===== config.mk =====
export PLATFORM = sky130hd
export DESIGN_NAME = lvrf_best_select
export DESIGN_NICKNAME = d
export VERILOG_FILES = /design/src/hw/rtl/lvrf_pkg.sv /design/src/hw/rtl/lvrf_best_select.sv
export SDC_FILE = /design/constraint.sdc
export NUM_CORES = 1
export LEC_CHECK = 0
export BUFFER_PORTS_ARGS = -buffer_cell sky130_fd_sc_hd__buf_4
export CORE_MARGIN = 2
export CORE_UTILIZATION = 44
export DETAILED_ROUTE_END_ITERATION = 8
export GPL_TIMING_DRIVEN = 0
export PLACE_DENSITY = 0.63
export SYNTH_ARGS = -nofsm -noshare
export SYNTH_HDL_FRONTEND = slang
export SYNTH_SLANG_ARGS = --single-unit

===== constraint.sdc =====
create_clock -name aclk -period 2.75 [get_ports aclk]
set_clock_uncertainty 0.1 [all_clocks]
set_input_delay 0.4125 -clock aclk [delete_from_list [all_inputs] [get_ports aclk]]
set_output_delay 0.4125 -clock aclk [all_outputs]
set_load 0.005 [all_outputs]

===== src/hw/rtl/lvrf_pkg.sv =====
// ----------------------------------------------------------------------------
// lvrf_pkg
// Shared constants and types of the longest vertical run finder.
// ----------------------------------------------------------------------------
package lvrf_pkg;

    localparam int MAX_DIM_DEFAULT = 1024;

    // Width of a size register and of its write data.
    localparam int CFG_W = 11;
    localparam logic [CFG_W-1:0] SIZE_RESET = 11'd1024;

    // Register indexes of the configuration port.
    localparam int CFG_INDEX_W = 1;
    localparam logic [CFG_INDEX_W-1:0] REG_IMAGE_WIDTH  = 1'b0;
    localparam logic [CFG_INDEX_W-1:0] REG_IMAGE_HEIGHT = 1'b1;

    // Width of the column and row fields of a result.
    localparam int OUT_POS_W = 10;

    localparam int S_TDATA_W = 8;
    localparam int M_TDATA_W = 32;

    // Control bits of one candidate run handed from the tracker to the selector.
    typedef struct packed {
        logic valid;
        logic offer;
        logic frame_end;
    } lvrf_cand_ctrl_t;

endpackage


===== src/hw/rtl/lvrf_best_select.sv =====
// ----------------------------------------------------------------------------
// lvrf_best_select
// Keeps the best run of the frame and loads the result register at the end
// of each frame.
// ----------------------------------------------------------------------------
module lvrf_best_select #(
    parameter int MAX_DIM = lvrf_pkg::MAX_DIM_DEFAULT,
    parameter int CW      = $clog2(MAX_DIM),
    parameter int LW      = $clog2(MAX_DIM + 1)
) (
    input  logic                           aclk,
    input  logic                           aresetn,
    input  lvrf_pkg::lvrf_cand_ctrl_t      cand_ctrl,
    input  logic [CW-1:0]                  cand_col,
    input  logic [CW-1:0]                  cand_first,
    input  logic [CW-1:0]                  cand_last,
    input  logic [LW-1:0]                  cand_len,
    output logic                           stall,
    output logic                           m_tvalid,
    input  logic                           m_tready,
    output logic [lvrf_pkg::M_TDATA_W-1:0] m_tdata
);
    import lvrf_pkg::*;

    logic [LW-1:0]        best_len_reg, best_len_next;
    logic [CW-1:0]        best_first_reg, best_first_next;
    logic [CW-1:0]        best_col_reg, best_col_next;
    logic [CW-1:0]        best_end_reg, best_end_next;
    logic                 better, take, found;
    logic                 m_valid_reg;
    logic [M_TDATA_W-1:0] m_data_reg, m_data_next;

    always_comb begin
        stall  = cand_ctrl.valid && cand_ctrl.frame_end && m_valid_reg && !m_tready;
        take   = cand_ctrl.valid && !stall;
        better = cand_ctrl.offer && ((cand_len > best_len_reg) ||
                 ((cand_len == best_len_reg) && ((cand_first < best_first_reg) ||
                 ((cand_first == best_first_reg) && (cand_col < best_col_reg)))));

        best_len_next   = best_len_reg;
        best_first_next = best_first_reg;
        best_col_next   = best_col_reg;
        best_end_next   = best_end_reg;
        if (better) begin
            best_len_next   = cand_len;
            best_first_next = cand_first;
            best_col_next   = cand_col;
            best_end_next   = cand_last;
        end

        found       = best_len_next != '0;
        m_data_next = '0;
        if (found) begin
            m_data_next[0]                 = 1'b1;
            m_data_next[OUT_POS_W:1]       = OUT_POS_W'(best_col_next);
            m_data_next[2*OUT_POS_W:OUT_POS_W+1]     = OUT_POS_W'(best_first_next);
            m_data_next[3*OUT_POS_W:2*OUT_POS_W+1]   = OUT_POS_W'(best_end_next);
        end
    end

    always_ff @(posedge aclk) begin
        if (!aresetn) begin
            best_len_reg   <= '0;
            best_first_reg <= '0;
            best_col_reg   <= '0;
            best_end_reg   <= '0;
            m_valid_reg    <= 1'b0;
        end else begin
            if (m_valid_reg && m_tready) begin
                m_valid_reg <= 1'b0;
            end
            if (take) begin
                if (cand_ctrl.frame_end) begin
                    best_len_reg   <= '0;
                    best_first_reg <= '0;
                    best_col_reg   <= '0;
                    best_end_reg   <= '0;
                    m_valid_reg    <= 1'b1;
                end else begin
                    best_len_reg   <= best_len_next;
                    best_first_reg <= best_first_next;
                    best_col_reg   <= best_col_next;
                    best_end_reg   <= best_end_next;
                end
            end
        end
    end

    always_ff @(posedge aclk) begin
        if (take && cand_ctrl.frame_end) begin
            m_data_reg <= m_data_next;
        end
    end

    assign m_tvalid = m_valid_reg;
    assign m_tdata  = m_data_reg;

endmodule


==> results.sh, run 1 <==
export IMPL_outcome="completed"
export IMPL_maxSlewViolCount=0
export IMPL_final_cell_area_mm2=0.00484
export IMPL_cts_resized=0
export IMPL_io_buffers=79
export IMPL_power_density_mw_per_mm2=506
export IMPL_ys_warn_count=0
export IMPL_ys_flop_type="dfxtp_1"
export IMPL_synth_common_cells="106 x nand2_1, 72 x inv_1, 42 x dfxtp_1, 41 x o22ai_1, 31 x edfxtp_1"
export IMPL_ys_ff_latch=73
export IMPL_vias=3233
export IMPL_final_cells=639
export IMPL_timing_fmax_ghz=0.389
export IMPL_synth_simple_area_share=0.142
export IMPL_htreeDepth=3
export IMPL_rows=34
export IMPL_cts_buffers=9
export IMPL_cts_root_buf="clkbuf_8"
export IMPL_cp_start_kind="flip-flop"
export IMPL_cts_tree="done"
export IMPL_grt_pass1_wl_um=15000
export IMPL_drive_above_1_share=0.218
export IMPL_synthesis_nets=513
export IMPL_cp_startpoint="best_first_reg[9]"
export IMPL_holdCritPathClass="in -> reg"
export IMPL_clk_path_buf_depth=2
export IMPL_clkSinkCount=73
export IMPL_area_delta_synth_final_pct=23.8
export IMPL_cp_endpoint="m_tdata[19]"
export IMPL_yosys_area_top_type="edfxtp_1"
export IMPL_endpoint_kind="flip-flop"
export IMPL_n_antenna_cell=0
export IMPL_r2r_slack_ns=0.18
export IMPL_hold_violations=0
export IMPL_critPathKind="reg -> reg"
export IMPL_synth_avg_cell_area_um2=8.97
export IMPL_ys_top_cells_by_area="edfxtp_1 24%, dfxtp_1 21%, nand2_1 10%"
export IMPL_antenna_found_initial=0
export IMPL_synth_compound_area_frac=0.127
export IMPL_r2r_start="best_first_reg[9]"
export IMPL_rsz0062_at_grt="false"
export IMPL_cts_setup_buffers=0
export IMPL_synth_edf_count=31
export IMPL_synthCells=436
export IMPL_start_util=0.451
export IMPL_coreArea_mm2=0.00868
export IMPL_overflow=0
export IMPL_finalSetupTns_ns=0
export IMPL_cp_max_fo=10
export IMPL_wl_per_cell_um=14.0
export IMPL_slew_headroom=0.357
export IMPL_nNetsFinal=603
export IMPL_drcViolationCount=0
export IMPL_nFillCells=815
export IMPL_first_global_vias=3169
export IMPL_wirelength_um=8960
export IMPL_required_ns=2.74
export IMPL_routed_via_density=5.06
export IMPL_synth_mux_area_frac=0.0796
export IMPL_worstReg2RegEnd="m_tdata[19]"
export IMPL_largest_reg_flops=31
export IMPL_place_area_mm2=0.00465
export IMPL_synth_top_area_share=0.238
export IMPL_reg2reg_depth=9
export IMPL_clock_latency_ns=0.34
export IMPL_die_y_um=98.3
export IMPL_ioPinCount=81
export IMPL_dieArea_mm2=0.00966
export IMPL_post_dp_hpwl_um=6670
export IMPL_cap_violations=0
export IMPL_track_usage=0.193
export IMPL_synth_xor_area_share=0
export IMPL_ant_nets=0
export IMPL_p_leak_uw=0.00223
export IMPL_synth_adder_area_share=0.0959
export IMPL_drtIter0Drc=92
export IMPL_yosysMostFrequentCell="nand2_1"
export IMPL_drt_pass1_iter_count=4
export IMPL_yosysSeqAreaShare=0.453
export IMPL_die_x_um=98.3
export IMPL_gp_congestion=0.846
export IMPL_final_setup_viol_count=0
export IMPL_cts_hold_buf=0
export IMPL_final_min_clock_period_ns=2.57
export IMPL_ir_drop_uv=292
export IMPL_period_share=0.934
export IMPL_final_util=0.558
export IMPL_grt_max_degree=32
export IMPL_synth_async_reset_ratio=0
export IMPL_worst_ep_arrival_time_ns=2.56
export IMPL_path_clk_slew_ns=0.09
export IMPL_synth_top_family_by_area="simple AND/OR/NAND/NOR gates"
export IMPL_tightestPinTransition_ns=0.963
export IMPL_ys_types=36
export IMPL_dp_cells=623
export IMPL_syn_cell_area_mm2=0.00391
## routing by layer
layer  global-route usage  share of wire  vias to the layer above
met5                    0              0                        -
met4               0.0674          0.013                        0
met3               0.0301          0.055                       11
met2                0.318           0.47                       84
met1                0.259           0.46                     1491
li1                     -              -                     1647
## per-stage QoR
| stage | power, uW | hold WS [ns] | worst slack [ns] |
|---|---|---|---|
| after floorplan | 1450 | 0.348 | 0.250 |
| after global placement | 1620 | 0.358 | -0.583 |
| after detailed placement | 1630 | 0.365 | 0.0527 |
| after CTS | 2470 | 0.231 | 0.172 |
| after global routing | 2560 | 0.231 | 0.0146 |
| final | 2450 | 0.236 | 0.182 |
## how the worst min path moves through the flow
| stage | start | depth (start not counted) | endpoint |
|---|---|---|---|
| floorplan | best_end_reg[0] | 2 | best_end_reg[0] |
| global placement | best_end_reg[4] | 2 | best_end_reg[4] |
| detailed placement | best_end_reg[8] | 2 | best_end_reg[8] |
| CTS | cand_len[5] | 3 | best_len_reg[5] |
| global route | cand_last[2] | 3 | best_end_reg[2] |
| finish | cand_last[3] | 3 | best_end_reg[3] |
## cells in the final DEF (no fill, tap or decap), drive strengths merged, types with 6 or more instances in the layout
master	netlist	layout
nand2	106	106
buf	12	91
inv	72	72
dfxtp	42	42
o22ai	41	41
edfxtp	31	31
mux2i	30	30
ha	30	30
clkbuf	10	19
a21oi	12	12
o21ai	8	8
clkinv	0	6
## kinds of logic (layout without fill, tap and decap cells)
kind of cell,Yosys count,count (layout)
muxes,31,31
AOI/OAI and AO/OA,74,74
and+or+nand+nor,133,133
DFF,73,73
adders and majority gates,30,30
buffers and inverters,94,189
other,1,1
## layout make-up
| cell class | count | area [um2] | share of cell area |
|---|---|---|---|
| sequential | 73 | 1770 | 0.366 |
| clock inverter | 7 | 71.3 | 0.0147 |
| buffer | 22 | 129 | 0.0266 |
| multi-input combinational | 269 | 1750 | 0.361 |
| timing repair buffer | 79 | 593 | 0.122 |
| inverter | 72 | 270 | 0.0558 |
| clock buffer | 9 | 124 | 0.0256 |
| tap | 108 | 135 | 0.0279 |
## worst max-delay path, stage by stage (launching register included)
cell and delay (ns):
dfxtp_1 0.37, inv_1 0.06, ha_1 0.31, nand4_1 0.24, a2111oi_4 0.34, o21ai_1 0.13
a31oi_2 0.26, o21ai_2 0.17, buf_6 0.20, mux2i_1 0.14
## report_power, final
group	leakage, uW	internal (uW)	switching [uW]
Clock	0.000103	419	430
Sequential	0.000640	1180	17.2
Combinational	0.00148	185	226
Total	0.00223	1780	673
Power figures use the tool's default switching activity.
==> inputs of run 2 (changes only) <==
--- a/config.mk
+++ b/config.mk
@@ -10,7 +10,7 @@
 export CORE_UTILIZATION = 44
 export DETAILED_ROUTE_END_ITERATION = 8
 export GPL_TIMING_DRIVEN = 0
-export PLACE_DENSITY = 0.63
+export PLACE_DENSITY = 0.66
 export SYNTH_ARGS = -nofsm -noshare
 export SYNTH_HDL_FRONTEND = slang
 export SYNTH_SLANG_ARGS = --single-unit
==> constraint.sdc (replaced) <==
create_clock -name aclk -period 2.1 [get_ports aclk]
set_clock_uncertainty 0.1 [all_clocks]
set_input_delay 0.315 -clock aclk [delete_from_list [all_inputs] [get_ports aclk]]
set_output_delay 0.315 -clock aclk [all_outputs]
set_load 0.005 [all_outputs]
==> run 2 against run 1 <==
The flow now finishes with violations (negative setup slack). Clock power rose by 37%. Wire length rose by 13%. Final cell count rose by 3.0%. Non-clock buffer count increased by 19. Die area is the same. Power increased by 37%. Sequential power grew 31%. Via count is 4.9% higher. Sequential share of layout area is 2.6 points lower. Sequential cell count unchanged.
==> results.sh, run 2 (same netlist as run 1, synthesis figures left out) <==
export IMPL_timing_fmax_ghz=0.413
export IMPL_path_clk_slew_ns=0.08
export IMPL_final_cells=658
export IMPL_violations="negative setup slack"
export IMPL_antenna_found_initial=0
export IMPL_p_leak_uw=0.00238
export IMPL_final_cell_area_mm2=0.00527
export IMPL_cts_buffers=9
export IMPL_wl_per_cell_um=15.3
export IMPL_cap_violations=0
export IMPL_setup_ws_ns=-0.321
export IMPL_nNetsFinal=622
export IMPL_start_util=0.451
export IMPL_endpoint_kind="flip-flop"
export IMPL_post_dp_hpwl_um=6910
export IMPL_ir_drop_uv=361
export IMPL_routed_via_density=5.15
export IMPL_cp_cell_sequence="inv_2, ha_4, nand4_1, buf_4, a2111oi_4, o21ai_2, a31oi_4, buf_4, o211a_4, buf_8, o22ai_1"
export IMPL_wirelength_um=10100
export IMPL_grt_pass1_wl_um=16000
export IMPL_area_delta_synth_final_pct=34.6
export IMPL_cts_root_buf="clkbuf_8"
export IMPL_cts_tree="done"
export IMPL_outcome="complete, but fails checks"
export IMPL_final_min_clock_period_ns=2.42
export IMPL_overflow=0
export IMPL_ant_nets=0
export IMPL_final_common_cell="nand2_1"
export IMPL_n_antenna_cell=0
export IMPL_final_cell_mix="106 x nand2_1, 100 x buf_4, 65 x inv_1"
export IMPL_io_buffers=79
export IMPL_maxSlewViolCount=0
export IMPL_drcViolationCount=0
export IMPL_clock_latency_ns=0.36
export IMPL_gp_congestion=0.860
export IMPL_slew_headroom=0.355
export IMPL_critPathKind="reg -> reg"
export IMPL_final_setup_viol_count=72
export IMPL_largest_reg_flops=31
export IMPL_power_density_mw_per_mm2=636
export IMPL_dieArea_mm2=0.00966
export IMPL_cp_common_cell="buf_4"
export IMPL_rsz0062_at_grt="true"
export IMPL_drive_above_1_share=0.315
export IMPL_first_global_vias=3343
export IMPL_clkSinkCount=73
export IMPL_ioPinCount=81
export IMPL_required_ns=2.24
export IMPL_cp_max_fo=10
export IMPL_die_y_um=98.3
export IMPL_place_ws_ns=-0.433
export IMPL_vias=3391
export IMPL_clk_path_buf_depth=2
export IMPL_tightestPinTransition_ns=0.966
export IMPL_die_x_um=98.3
export IMPL_drt_pass1_iter_count=5
export IMPL_power_uw=3350
export IMPL_worst_ep_arrival_time_ns=2.57
export IMPL_rows=34
export IMPL_holdCritPathClass="in -> reg"
export IMPL_hold_violations=0
export IMPL_track_usage=0.208
export IMPL_coreArea_mm2=0.00868
export IMPL_cts_hold_buf=0
export IMPL_final_util=0.607
export IMPL_cpMaxStageDelayCell="dfxtp_2"
export IMPL_place_area_mm2=0.00465
export IMPL_slowest_delay_ns=0.34
export IMPL_cp_start_kind="flip-flop"
export IMPL_grt_max_degree=32
export IMPL_drtIter0Drc=104
export IMPL_period_share=1.15
export IMPL_dp_cells=623
export IMPL_htreeDepth=3
==> run 2: per-layer routing <==
layer / share of wire / vias to the layer above / GRT usage
met5: 0 / - / 0
met4: 0.028 / 0 / 0.101
met3: 0.044 / 23 / 0.0329
met2: 0.49 / 98 / 0.334
met1: 0.44 / 1578 / 0.273
li1: - / 1692 / -
==> run 2: where the power goes <==
group / leakage [uW] / switching, uW / internal, uW / total, uW
registers: 0.000648 / 23.0 / 1540 / 1560
logic: 0.00163 / 330 / 292 / 622
clock network: 0.000103 / 578 / 585 / 1160
==> run 2: through the flow <==
| step | hold WS [ns] | TNS (ns) |
|---|---|---|
| after detailed placement | 0.365 | -27.39 |
| after CTS | 0.114 | -17.50 |
| after global routing | 0.121 | -29.54 |
| final | 0.123 | -20.57 |
| after floorplan | 0.348 | -1.79 |
| after global placement | 0.358 | -34.54 |
==> run 2: worst paths after layout <==
check / slack [ns] / end / startpoint / cells after the start
min: 0.12 / m_tvalid / aresetn / 3
max: -0.32 / best_first_reg[4] / best_first_reg[8] / 11
max reg2reg: -0.32 / best_first_reg[4] / best_first_reg[8] / 11
min reg2reg: 0.38 / best_end_reg[0] / best_end_reg[0] / 2
==> run 2: critical path, delay by kind of cell (launching register included) <==
| kind | cells | cell delay, ns |
|---|---|---|
| AO/OA/AOI/OAI | 5 | 0.94 |
| buffers and inverters | 4 | 0.54 |
| flip-flops | 1 | 0.34 |
| adder cells (fa/ha/maj) | 1 | 0.26 |
| AND/OR/NAND/NOR | 1 | 0.13 |
==> run 2: final cells by class <==
cell class,count,area [um2]
buffer,21,173
clock buffer,10,138
tap,108,135
sequential,73,1790
inverter,72,270
fill,752,3410
multi-input combinational,269,1930
clock inverter,6,65.1
timing repair buffer,99,764
==> run 2: timing repair <==
action,CTS,global route
buffers inserted,17,2
pin swaps,4,7
setup endpoints to repair,72,72
cloned,1,0
resized for setup,34,29
