## src/hw/rtl/lvrf_pkg.sv

```systemverilog
// ----------------------------------------------------------------------------
// lvrf_pkg
// Shared constants and types of the longest vertical run finder.
// ----------------------------------------------------------------------------
package lvrf_pkg;

    localparam int MAX_DIM_DEFAULT = 1024;

    // Width of a size register and of its write data.
    localparam int CFG_W = 11;
    localparam logic [CFG_W-1:0] SIZE_RESET = 11'd1024;

    // Register indexes of the configuration port.
    localparam int CFG_INDEX_W = 1;
    localparam logic [CFG_INDEX_W-1:0] REG_IMAGE_WIDTH  = 1'b0;
    localparam logic [CFG_INDEX_W-1:0] REG_IMAGE_HEIGHT = 1'b1;

    // Width of the column and row fields of a result.
    localparam int OUT_POS_W = 10;

    localparam int S_TDATA_W = 8;
    localparam int M_TDATA_W = 32;

    // Control bits of one candidate run handed from the tracker to the selector.
    typedef struct packed {
        logic valid;
        logic offer;
        logic frame_end;
    } lvrf_cand_ctrl_t;

endpackage

```

## src/hw/rtl/lvrf_run_tracker.sv

```systemverilog
// ----------------------------------------------------------------------------
// lvrf_run_tracker
// Raster counters and per-column run update; turns each accepted pixel into
// a store write and a registered candidate, offered where a run closes.
// ----------------------------------------------------------------------------
module lvrf_run_tracker #(
    parameter int MAX_DIM = lvrf_pkg::MAX_DIM_DEFAULT,
    parameter int CW      = $clog2(MAX_DIM),
    parameter int LW      = $clog2(MAX_DIM + 1)
) (
    input  logic                         aclk,
    input  logic                         aresetn,
    input  logic [lvrf_pkg::CFG_W-1:0]   image_width,
    input  logic [lvrf_pkg::CFG_W-1:0]   image_height,
    input  logic                         accept,
    input  logic                         advance,
    input  logic                         pixel,
    input  logic [CW:0]                  entry,
    output logic                         wr_en,
    output logic [CW-1:0]                wr_addr,
    output logic [CW:0]                  wr_data,
    output logic [CW-1:0]                rd_addr,
    output lvrf_pkg::lvrf_cand_ctrl_t    cand_ctrl,
    output logic [CW-1:0]                cand_col,
    output logic [CW-1:0]                cand_first,
    output logic [CW-1:0]                cand_last,
    output logic [LW-1:0]                cand_len
);
    import lvrf_pkg::*;

    localparam int EW = (CFG_W > LW) ? CFG_W : LW;

    logic [CW-1:0]   col_reg, col_next;
    logic [CW-1:0]   row_reg, row_next;
    logic [CW-1:0]   last_w, last_h;
    logic [EW-1:0]   width_ext, height_ext;
    logic            last_col, last_row;
    logic            open;
    logic [CW-1:0]   first, last;
    logic            offer;

    lvrf_cand_ctrl_t cand_ctrl_reg, cand_ctrl_next;
    logic [CW-1:0]   cand_col_reg, cand_first_reg, cand_last_reg;
    logic [LW-1:0]   cand_len_reg;

    always_comb begin
        width_ext  = EW'(image_width);
        height_ext = EW'(image_height);
        if (image_width == '0) begin
            last_w = '0;
        end else if (width_ext > EW'(MAX_DIM)) begin
            last_w = CW'(MAX_DIM - 1);
        end else begin
            last_w = CW'(width_ext - EW'(1));
        end
        if (image_height == '0) begin
            last_h = '0;
        end else if (height_ext > EW'(MAX_DIM)) begin
            last_h = CW'(MAX_DIM - 1);
        end else begin
            last_h = CW'(height_ext - EW'(1));
        end
    end

    always_comb begin
        last_col = col_reg >= last_w;
        last_row = row_reg >= last_h;
        open     = (row_reg != '0) && entry[CW];
        first    = open ? entry[CW-1:0] : row_reg;
        last     = pixel ? row_reg : (row_reg - CW'(1));
        offer    = pixel ? last_row : open;

        wr_en    = accept;
        wr_addr  = col_reg;
        wr_data  = (pixel && !last_row) ? {1'b1, first} : '0;

        col_next = col_reg;
        row_next = row_reg;
        if (accept) begin
            if (last_col) begin
                col_next = '0;
                row_next = last_row ? '0 : (row_reg + CW'(1));
            end else begin
                col_next = col_reg + CW'(1);
            end
        end
        rd_addr = col_next;

        cand_ctrl_next.valid     = accept;
        cand_ctrl_next.offer     = accept && offer;
        cand_ctrl_next.frame_end = accept && last_col && last_row;
    end

    always_ff @(posedge aclk) begin
        if (!aresetn) begin
            col_reg       <= '0;
            row_reg       <= '0;
            cand_ctrl_reg <= '0;
        end else begin
            col_reg <= col_next;
            row_reg <= row_next;
            if (advance) begin
                cand_ctrl_reg <= cand_ctrl_next;
            end
        end
    end

    always_ff @(posedge aclk) begin
        if (accept) begin
            cand_col_reg   <= col_reg;
            cand_first_reg <= first;
            cand_last_reg  <= last;
            cand_len_reg   <= LW'(last) - LW'(first) + LW'(1);
        end
    end

    assign cand_ctrl  = cand_ctrl_reg;
    assign cand_col   = cand_col_reg;
    assign cand_first = cand_first_reg;
    assign cand_last  = cand_last_reg;
    assign cand_len   = cand_len_reg;

endmodule

```

## config.mk

```make
export PLATFORM = sky130hd
export DESIGN_NAME = lvrf_run_tracker
export DESIGN_NICKNAME = d
export VERILOG_FILES = /design/src/hw/rtl/lvrf_pkg.sv /design/src/hw/rtl/lvrf_run_tracker.sv
export SDC_FILE = /design/constraint.sdc
export NUM_CORES = 1
export LEC_CHECK = 0
export ABC_AREA = 1
export BUFFER_PORTS_ARGS = -buffer_cell sky130_fd_sc_hd__buf_2
export CORE_MARGIN = 2
export CORE_UTILIZATION = 26
export CTS_BUF_LIST = sky130_fd_sc_hd__clkbuf_4 sky130_fd_sc_hd__clkbuf_8
export DETAILED_ROUTE_END_ITERATION = 6
export GPL_TIMING_DRIVEN = 0
export PLACE_DENSITY = 0.57
export SKIP_CTS_REPAIR_TIMING = 1
export SYNTH_ARGS = -nofsm -noshare
export SYNTH_HDL_FRONTEND = slang
export SYNTH_SLANG_ARGS = --single-unit
```

## constraint.sdc

```tcl
create_clock -name aclk -period 3.7 [get_ports aclk]
set_input_delay 0.74 -clock aclk [delete_from_list [all_inputs] [get_ports aclk]]
set_output_delay 0.74 -clock aclk [all_outputs]
set_load 0.02 [all_outputs]
```

==> key figures, run 1 <==
Status
  – Status: finished, violations left
  – Violated checks: setup timing

Timing
  – Endpoints failing setup: 21
  – Endpoints failing hold: 0
  – PnR worst setup slack: -127 ps
  – Final clock skew: ~11 ps
  – Worst Max-Slew Pin Slew: approximately 1000 ps
  – F_max: 261 MHz
  – Max-slew headroom: 31.1%
  – Fin. max-slew vios: 0
  – RSZ-0062 raised after global routing: true
  – Period minus WS final: 3830 ps
  – Worst hold slack: 459 ps
  – Final Cycle Share: 103%

Synthesis
  – YS warnings: 0
  – #FFs+latches synth: 64
  – Post-synthesis compound-gate area fraction: 7.88%
  – Synth Instances: 540
  – Post-synth EDFFs: 41
  – Netlist Area Pre-Place: 0.00437 sq mm
  – Post-Synth XOR/XNOR Area: about 4.8%
  – Simple-Gate Fraction of Synth Area: 27.9%
  – Avg Inst Size Synth: 8.08 sq um
  – Register area share after synthesis: approximately two fifths
  – Post-Synth Adder-Cell Area: 13.1%
  – Syn Nets: 623
  – Yosys cell types: between 40 and 50
  – Main combinational cell family by area after synthesis: simple AND/OR/NAND/NOR gates
  – Multiplexer share of the synthesized area: 0%
  – Main synth FF type: edfxtp_1
  – Synth async-reset ratio: 0%

Setup path
  – Crit start category: input pin
  – Worst r2r src: row_reg[0]$_SDFFE_PN0P_
  – Worst path slowest cell: nor3_4
  – Critical Path End Type: output pin
  – CP most frequent cell: nand2_4
  – Worst Path Class, Setup: input pin to output pin
  – CP peak stage delay: between 200 and 300 ps
  – WP buf/inv: 5
  – CP Max Fanout: 5
  – Kind of cell adding the most delay to the critical path: simple AND/OR/NAND/NOR gates
  – Worst EP required: 2960 ps
  – CP startpoint: image_width[1]
  – Worst path arrival time: 3090 ps
  – Critical-path cell list: buf_8, inv_4, ha_4, nand2_4, nor2_4, nand2_4, nor3_4, nand2_2, nand2_4, nand3_2, nand2_2, ha_4, a21o_1, nor2_2, nand3_4, nand2_4, buf_6, nand2_4, inv_2, buf_6

Place
  – HPWL after detailed placement: 9000 um
  – Placed Cells: 873
  – RD Place Congestion: about 0.84
  – Port bufs: between 100 and 150
  – Pre-CTS setup slack: -722 ps

Global routing
  – Initial antenna violation count: 0
  – First-pass GRT wire length: 17800 um
  – Largest net degree at the start of global routing: 46
  – Vias in the first global route: 3617
  – Total gr overflow: 0
  – Overall routing resource usage: 12.6%

Floorplan
  – Die Wd: 134 um
  – Die ar.: 0.0178 sq mm
  – Die H: about 130 um
  – Ports: 114
  – CORE AREA: approximately 0.017 sq mm
  – Row count: 47
  – Starting Density: 26.4%

Route
  – Initial drt markers: 162
  – Vias per cell: 4.37
  – Antenna-violating nets left: 0
  – Drt drc: 0
  – Routed wire per std cell: 13.3 um
  – Vias: 3944
  – Wirelength, routed: ~12000 um
  – DR pass1 iterations: 4

Power
  – Gate power share: ~18%
  – LEAKAGE: 2.97 nW
  – P_int: ~1.4 mW
  – Sw Pwr: 0.491 mW
  – Sequential power share: 43.6%
  – Clock network fraction of design power: 38.8%
  – Peak VDD IR: 0.000153 V
  – PwrDens: 302 mW/mm^2
  – Sw Share: a little over a quarter

Job
  – Max-cap violations: 0

CTS
  – CTS tree: yes
  – Clock Sinks: 64
  – Root Buffer: clkbuf_8
  – Clk slew on worst S/H paths: 70 ps
  – Clock Path Buffers: 2
  – Cts bufs inserted: 9
  – Skew-Pair Late Insertion Delay: roughly 350 ps
  – H-Tree Depth: 3

Final layout
  – Post-route non-filler standard cell count: 902
  – Antenna Cells: 0
  – Max reg flops: 11
  – Layout cell share with drive strength beyond 1: 36.4%
  – NumNets Final: ~760
  – Area grow syn2layout: 40.7%

Worst hold path
  – Hold path startpoint: cand_ctrl[2]$_SDFFE_PN0P_
  – Worst min path class: flop to flop
==> final cells by class <==
type	count	area (sq um)
fillers	1718	10400
well taps	220	275
repair buffers	126	851
flip-flops and latches	64	1690
clock buffers	9	124
clock inverters	6	109
plain buffers	8	67.6
multi-input cells	397	2740
inverters	72	290
==> through the flow <==
| step | power (mW) | util, % | cell area, sq um | setup TNS [ps] |
|---|---|---|---|---|
| 6_report | 1.86 | 37.2 | 6140 | -1740 |
| 5_1_grt | 1.94 | 37.2 | 6140 | -4700 |
| 4_1_cts | 1.83 | 33.0 | 5450 | -12850 |
| 3_5_place_dp | 1.11 | 31.6 | 5220 | -12550 |
| 3_3_place_gp | 1.11 | 31.6 | 5220 | -12210 |
| 2_1_floorplan | 1.00 | - | 4380 | -614 |
==> kinds of logic after synthesis <==
group           after synthesis
buf+inv                      81
simple gates                270
flops                        64
fa+ha+maj                    45
xor+xnor                     24
compound gates               56
==> cell usage in the layout (no fill, tap or decap), types with 6 or more instances in the layout <==
master    instances
xor2_1           17
nor3_1           10
inv_2             6
ha_1             38
nor2_2            7
inv_1            59
xnor2_1           7
ha_4              6
buf_2            90
a21oi_1          17
nand3_2           7
nand2_2          19
inv_4             6
nor2_4           18
clkbuf_8          9
o21ai_2           9
nand3_1          34
nand2_1         103
buf_6            24
edfxtp_1         41
nand4_1          11
dfxtp_1          23
buf_4            12
nand2_4           8
o21ai_0          12
nor2_1           41
==> path summary, 6_finish.rpt <==
path,endpoint,slack [ps],depth (start not counted)
worst min register to register,cand_ctrl[2]$_SDFFE_PN0P_,460,2
worst min-delay path,cand_ctrl[2]$_SDFFE_PN0P_,460,2
worst max register to register,cand_len[9]$_DFFE_PP_,280,19
worst max-delay path,rd_addr[3],-130,20
==> worst reg2reg max path: cells and delay by family (launching register included) <==
| family | cells | cell delay (ps) |
|---|---|---|
| compound gates | 1 | 110 |
| flops | 1 | 380 |
| xor+xnor | 1 | 150 |
| simple gates | 8 | 910 |
| buf+inv | 5 | 490 |
| fa+ha+maj | 4 | 1130 |
==> cell usage after synthesis (3+ instances only) <==
library cell / n / area [sq um]
a21o_1: 3 / 22.5
a21oi_1: 18 / 90.1
dfxtp_1: 23 / 460
edfxtp_1: 41 / 1230
ha_1: 44 / 551
inv_1: 67 / 251
inv_2: 5 / 18.8
nand2_1: 118 / 443
nand2_2: 9 / 56.3
nand3_1: 41 / 205
nand3_2: 3 / 30.0
nand4_1: 11 / 68.8
nor2_1: 62 / 233
nor2_2: 3 / 18.8
nor3_1: 10 / 50.1
o21ai_0: 14 / 70.1
o21ai_1: 4 / 20.0
o21ai_2: 8 / 70.1
or2_2: 4 / 25.0
xnor2_1: 7 / 61.3
xor2_1: 17 / 149
==> routing by layer <==
metal  track usage, %  wire length, um
met1             16.9             5550
met5                0                0
met2             20.2             5710
met4             4.02              184
met3             2.93              510
==> power by group through the flow <==
stage | sequential, mW | clock [mW] | combinational [mW]
CTS | 0.809 | 0.741 | 0.284
finish | 0.809 | 0.720 | 0.328
detailed placement | 0.825 | 0 | 0.282
floorplan | 0.868 | 0 | 0.133
global route | 0.812 | 0.761 | 0.364
global placement | 0.825 | 0 | 0.281
(Power assumes the default switching activity.)
==> inputs of run 2 (changes only) <==
--- a/config.mk
+++ b/config.mk
@@ -8,11 +8,11 @@
 export ABC_AREA = 1
 export BUFFER_PORTS_ARGS = -buffer_cell sky130_fd_sc_hd__buf_2
 export CORE_MARGIN = 2
-export CORE_UTILIZATION = 26
+export CORE_UTILIZATION = 50
 export CTS_BUF_LIST = sky130_fd_sc_hd__clkbuf_4 sky130_fd_sc_hd__clkbuf_8
 export DETAILED_ROUTE_END_ITERATION = 6
 export GPL_TIMING_DRIVEN = 0
-export PLACE_DENSITY = 0.57
+export PLACE_DENSITY = 0.89
 export SKIP_CTS_REPAIR_TIMING = 1
 export SYNTH_ARGS = -nofsm -noshare
 export SYNTH_HDL_FRONTEND = slang
==> key figures, run 2 (synthesized netlist as in run 1, its figures left out) <==
Status
  – Status: finished, violations left
  – Violated checks: setup timing

Worst hold path
  – Worst min path class: flop to flop
  – Hold EP: cand_ctrl[2]$_SDFFE_PN0P_
  – Hold path startpoint: cand_ctrl[2]$_SDFFE_PN0P_
  – Hold Path Stages: 2

Power
  – Peak VDD IR: 0.000137 V
  – PwrDens: 279 mW/mm^2
  – LEAKAGE: 2.97 nW

Final layout
  – Post-route non-filler standard cell count: 798
  – Layout cell share with drive strength beyond 1: 39.0%
  – Most frequent cells in the layout: nand2_1 (100), buf_2 (90), inv_1 (57), nor2_1 (43), edfxtp_1 (41)
  – Final core utilization: 70.5%
  – NumNets Final: 768
  – Commonest non-fill, non-tap cell in the layout: nand2_1
  – Antenna Cells: 0
  – Design Area, Final: 0.00606 sq mm
  – Area grow syn2layout: 38.8%
  – Max reg flops: 11

Floorplan
  – Starting Density: 50.8%
  – Die Wd: 97.4 um
  – Row count: 34
  – Die H: 97.4 um
  – CORE AREA: 0.00859 sq mm
  – Ports: 114
  – Die ar.: 0.00949 sq mm

CTS
  – H-Tree Depth: 3
  – Clock Path Buffers: 2
  – Clk slew on worst S/H paths: 80 ps
  – CTS tree: yes
  – Clock Sinks: 64
  – Skew-Pair Late Insertion Delay: 360 ps
  – Cts bufs inserted: 9
  – Root Buffer: clkbuf_8

Global routing
  – Largest net degree at the start of global routing: 46
  – Vias in the first global route: 3886
  – Initial antenna violation count: 0
  – First-pass GRT wire length: 17300 um
  – Total gr overflow: 0
  – Overall routing resource usage: 22.1%

Timing
  – Final clock skew: roughly 17 ps
  – Fin. max-slew vios: 0
  – Max-slew headroom: a little under a third
  – RSZ-0062 raised after global routing: true
  – Worst Max-Slew Pin Slew: 1020 ps
  – Period minus WS final: 4020 ps
  – Endpoints failing setup: 21
  – F_max: 249 MHz
  – Endpoints failing hold: 0
  – PnR worst setup slack: -315 ps
  – Final Cycle Share: 109%

Setup path
  – R2R setup slack: around 130 ps
  – Worst Path Class, Setup: input pin to output pin
  – Reg2Reg Depth: 19
  – Critical Path End Type: output pin
  – CP Max Fanout: 6
  – Crit start category: input pin
  – Worst EP required: around 3000 ps
  – Worst path arrival time: 3280 ps
  – Reg2reg end: cand_len[9]$_DFFE_PP_
  – Worst r2r src: row_reg[0]$_SDFFE_PN0P_

Route
  – Drt drc: 0
  – DR pass1 iterations: 5
  – Antenna-violating nets left: 0
  – Vias: 4534
  – Vias per cell: between 5 and 6
  – Wirelength, routed: 13300 um
  – Routed wire per std cell: between 15 and 20 um
  – Initial drt markers: 374

Place
  – HPWL after detailed placement: 8120 um
  – Placed Cells: 761
  – RD Place Congestion: 0.920
  – Port bufs: 113
  – Area post-placement: 0.00508 sq mm

Job
  – Max-cap violations: 0
==> run 2: metrics by stage <==
stage                     setup WS (ps)  hold WS, ps  total power, mW  TNS [ps]
final                              -315          479             1.69     -5250
after global placement             -560          449             1.09     -9380
after global routing               -441          511             1.75     -7880
after CTS                          -679          472             1.62    -11180
after floorplan                   -76.9          504             1.00      -614
after detailed placement           -678          458             1.11    -11180
==> run 2: how the worst max path moves through the flow <==
| stage | start | end | slack, ps | depth (start not counted) |
|---|---|---|---|---|
| 4_1_cts | image_height[0] | wr_data[8] | -680 | 16 |
| 3_3_place_gp | image_height[0] | wr_data[5] | -560 | 16 |
| 2_1_floorplan | image_width[0] | rd_addr[2] | -80 | 18 |
| 3_5_place_dp | image_height[0] | wr_data[8] | -680 | 16 |
| 5_1_grt | image_height[1] | wr_data[7] | -440 | 16 |
| 6_report | image_height[1] | wr_data[8] | -320 | 16 |
==> run 2: cell type report <==
type	instances	area [sq um]
Fill cell	590	2530
Clock buffer	10	131
Buffer	8	58.8
Inverter	72	290
Tap cell	108	135
Multi-Input combinational cell	396	2800
Timing Repair Buffer	134	915
Sequential cell	64	1690
Clock inverter	6	36.3
==> run 2: per-layer routing <==
metal | vias to the layer above | global-route usage, % | share of wire (%) | wire length (um)
met5 | - | 0 | 0 | 0
met4 | 0 | 9.08 | 3.7 | 488
met3 | 59 | 4.03 | 8.3 | 1100
met2 | 279 | 37.1 | 51 | 6750
met1 | 2113 | 28.1 | 37 | 4960
li1 | 2083 | - | - | -
==> run 2: worst max-delay path: stages <==
cell     delay, ps
buf_8          100
inv_4           50
ha_4           140
nand3_4         90
nor2_4         160
nand3_4         90
o21ai_4        290
nand2_2        100
o21ai_2        150
ha_1           260
a21o_1         180
nor2_2         130
nand4_1        300
buf_6          270
nor2_4         100
buf_6          120
==> run 2: where the power goes <==
part           switching [mW]  leakage (nW)  internal, mW
clock                   0.287        0.0892         0.246
combinational           0.222          2.28         0.128
sequential            0.00987         0.600         0.798
total                   0.519          2.97          1.17
==> inputs of run 3 (changes only) <==
--- a/config.mk
+++ b/config.mk
@@ -7,13 +7,12 @@
 export LEC_CHECK = 0
 export ABC_AREA = 1
 export BUFFER_PORTS_ARGS = -buffer_cell sky130_fd_sc_hd__buf_2
-export CORE_MARGIN = 2
+export CORE_MARGIN = 4
 export CORE_UTILIZATION = 50
 export CTS_BUF_LIST = sky130_fd_sc_hd__clkbuf_4 sky130_fd_sc_hd__clkbuf_8
 export DETAILED_ROUTE_END_ITERATION = 6
 export GPL_TIMING_DRIVEN = 0
 export PLACE_DENSITY = 0.89
-export SKIP_CTS_REPAIR_TIMING = 1
 export SYNTH_ARGS = -nofsm -noshare
 export SYNTH_HDL_FRONTEND = slang
 export SYNTH_SLANG_ARGS = --single-unit
==> key figures, run 3 (synthesized netlist as in run 1, its figures left out) <==
Setup path
  – Worst path slowest cell: ha_4
  – Critical-path cell list: buf_8, inv_6, ha_4, nand2_4, nor2_4, nand2_4, nor3_4, buf_6, buf_6, nand3b_4, nand2_4, ha_4, nand2_2, nand2_2, nand2_2, nand2_2, nand2_2, nand3_4, nand2_4, buf_6, nand2_4, inv_2, buf_6
  – Worst path arrival time: 3210 ps
  – Crit start category: input pin
  – Critical Path End Type: output pin
  – Kind of cell adding the most delay to the critical path: simple AND/OR/NAND/NOR gates
  – WP buf/inv: 7
  – Worst Path Class, Setup: input pin to output pin
  – CP Max Fanout: 4
  – CP peak stage delay: 210 ps
  – Worst EP required: 2960 ps

Final layout
  – Commonest non-fill, non-tap cell in the layout: nand2_1
  – Max reg flops: 11
  – Most frequent cells in the layout: nand2_1 (93), buf_2 (90), inv_1 (56), edfxtp_1 (41), nor2_1 (40)
  – Layout cell share with drive strength beyond 1: between 40% and 50%
  – Design Area, Final: 0.00642 sq mm
  – NumNets Final: approximately 790
  – Final core utilization: 77.0%
  – Area grow syn2layout: 47.1%
  – Fill cell count: 506
  – Antenna Cells: 0

CTS
  – Hold-fix buffers, CTS: 0
  – Clock Sinks: 64
  – Skew-Pair Late Insertion Delay: 360 ps
  – Clock Path Buffers: 2
  – Cts bufs inserted: 9
  – H-Tree Depth: 3
  – CTS tree: yes
  – Root Buffer: clkbuf_8
  – Clk slew on worst S/H paths: 70 ps

Timing
  – Worst hold slack: 493 ps
  – Worst Max-Slew Pin Slew: about 1000 ps
  – PnR worst setup slack: -248 ps
  – Fin Setup TNS: -5160 ps
  – Final Cycle Share: 107%
  – RSZ-0062 raised after global routing: true
  – F_max: 253 MHz
  – Fin. max-slew vios: 0
  – Endpoints failing hold: 0
  – Endpoints failing setup: 31
  – Max-slew headroom: 31.6%
  – Period minus WS final: 3950 ps
  – Final clock skew: 17.4 ps

Global routing
  – First-pass GRT wire length: 21900 um
  – Initial antenna violation count: 0
  – Vias in the first global route: 4631
  – Largest net degree at the start of global routing: 46
  – Overall routing resource usage: 26.9%
  – Total gr overflow: 0

Floorplan
  – Starting Density: a little over half
  – Ports: around 110
  – CORE AREA: 0.00834 sq mm
  – Die Wd: 101 um
  – Die ar.: between 0.01 and 0.015 sq mm
  – Die H: 101 um
  – Row count: 33

Power
  – Gate power share: 20.9%
  – P_int: ~1.3 mW
  – Sw Pwr: 0.532 mW
  – Clock network fraction of design power: approximately 34%
  – Sequential power share: between 40% and 50%
  – PwrDens: 278 mW/mm^2
  – Peak VDD IR: 0.000179 V
  – LEAKAGE: roughly 3.1 nW
  – Sw Share: 29.8%

Route
  – DR pass1 iterations: 7
  – Antenna-violating nets left: 0
  – Vias per cell: between 5 and 6
  – Vias: 4900
  – Initial drt markers: 565
  – Drt drc: 6
  – Routed wire per std cell: 18.9 um
  – Wirelength, routed: 15500 um

Place
  – Pre-CTS setup slack: -677 ps
  – RD Place Congestion: 0.903
  – Port bufs: 113
  – Area post-placement: between 0.005 and 0.006 sq mm
  – HPWL after detailed placement: 8640 um

Worst hold path
  – Worst min path class: flop to flop

Status
  – Violated checks: DRC, setup timing
  – Status: finished, violations left

Job
  – Max-cap violations: 0
[run 3: cell types whose count changed in the layout (fill, tap and decap cells not counted), moves of 3 or more]
cell     change
buf_4       +14
nand2_4     +10
buf_6        +9
nand2_1      -7
nor2_1       -3
[run 3: cell type report]
cell class                 count  area, sq um  share of cell area (%)
multi-input combinational    397         2900                    45.1
sequential                    64         1690                    26.3
timing repair buffer         158         1140                    17.7
inverter                      72          300                    4.68
clock buffer                  10          131                    2.05
tap                          105          131                    2.05
buffer                         8         72.6                    1.13
clock inverter                 6         60.1                   0.935
[run 3: final timing paths]
path,from,cells after the start,slack [ps],to
max reg2reg,row_reg[0]$_SDFFE_PN0P_,19,130,cand_len[9]$_DFFE_PP_
max,image_width[0],23,-250,rd_addr[9]
min,cand_ctrl[1]$_SDFFE_PN0P_,2,490,cand_ctrl[1]$_SDFFE_PN0P_
min reg2reg,cand_ctrl[1]$_SDFFE_PN0P_,2,490,cand_ctrl[1]$_SDFFE_PN0P_
[run 3: power by group through the flow]
stage          registers, mW  clock network (mW)  logic (mW)
2_1_floorplan          0.868                   0       0.133
3_3_place_gp           0.823                   0       0.271
6_report               0.809               0.603       0.374
3_5_place_dp           0.824                   0       0.284
4_1_cts                0.809               0.592       0.325
5_1_grt                0.812               0.629       0.401
[run 3: per-stage QoR]
stage / instances / power, mW
2_1_floorplan: 540 / 1.00
6_report: 820 / 1.79
5_1_grt: 820 / 1.84
3_3_place_gp: 758 / 1.09
3_5_place_dp: 758 / 1.11
4_1_cts: 807 / 1.73
[run 3: tightest hold or removal path: stages, from the launching register on]
cell and delay, ps:
dfxtp_1 320, nand2_1 60, a21oi_1 60
[run 3: repair_timing]
action,in CTS,in global routing
pin swaps,41,32
gates cloned,2,2
buffers inserted,31,13
endpoints found under the setup margin,21,32
gates resized for setup,130,77
[run 3: per-layer routing]
layer	GRT usage, %	up-vias	routed length [um]	part of all wire [%]
met2	46.0	419	7470	48
met5	0	-	0	0
met1	31.9	2199	5440	35
li1	-	2142	-	-
met3	5.03	140	1520	9.8
met4	14.5	0	1100	7.1
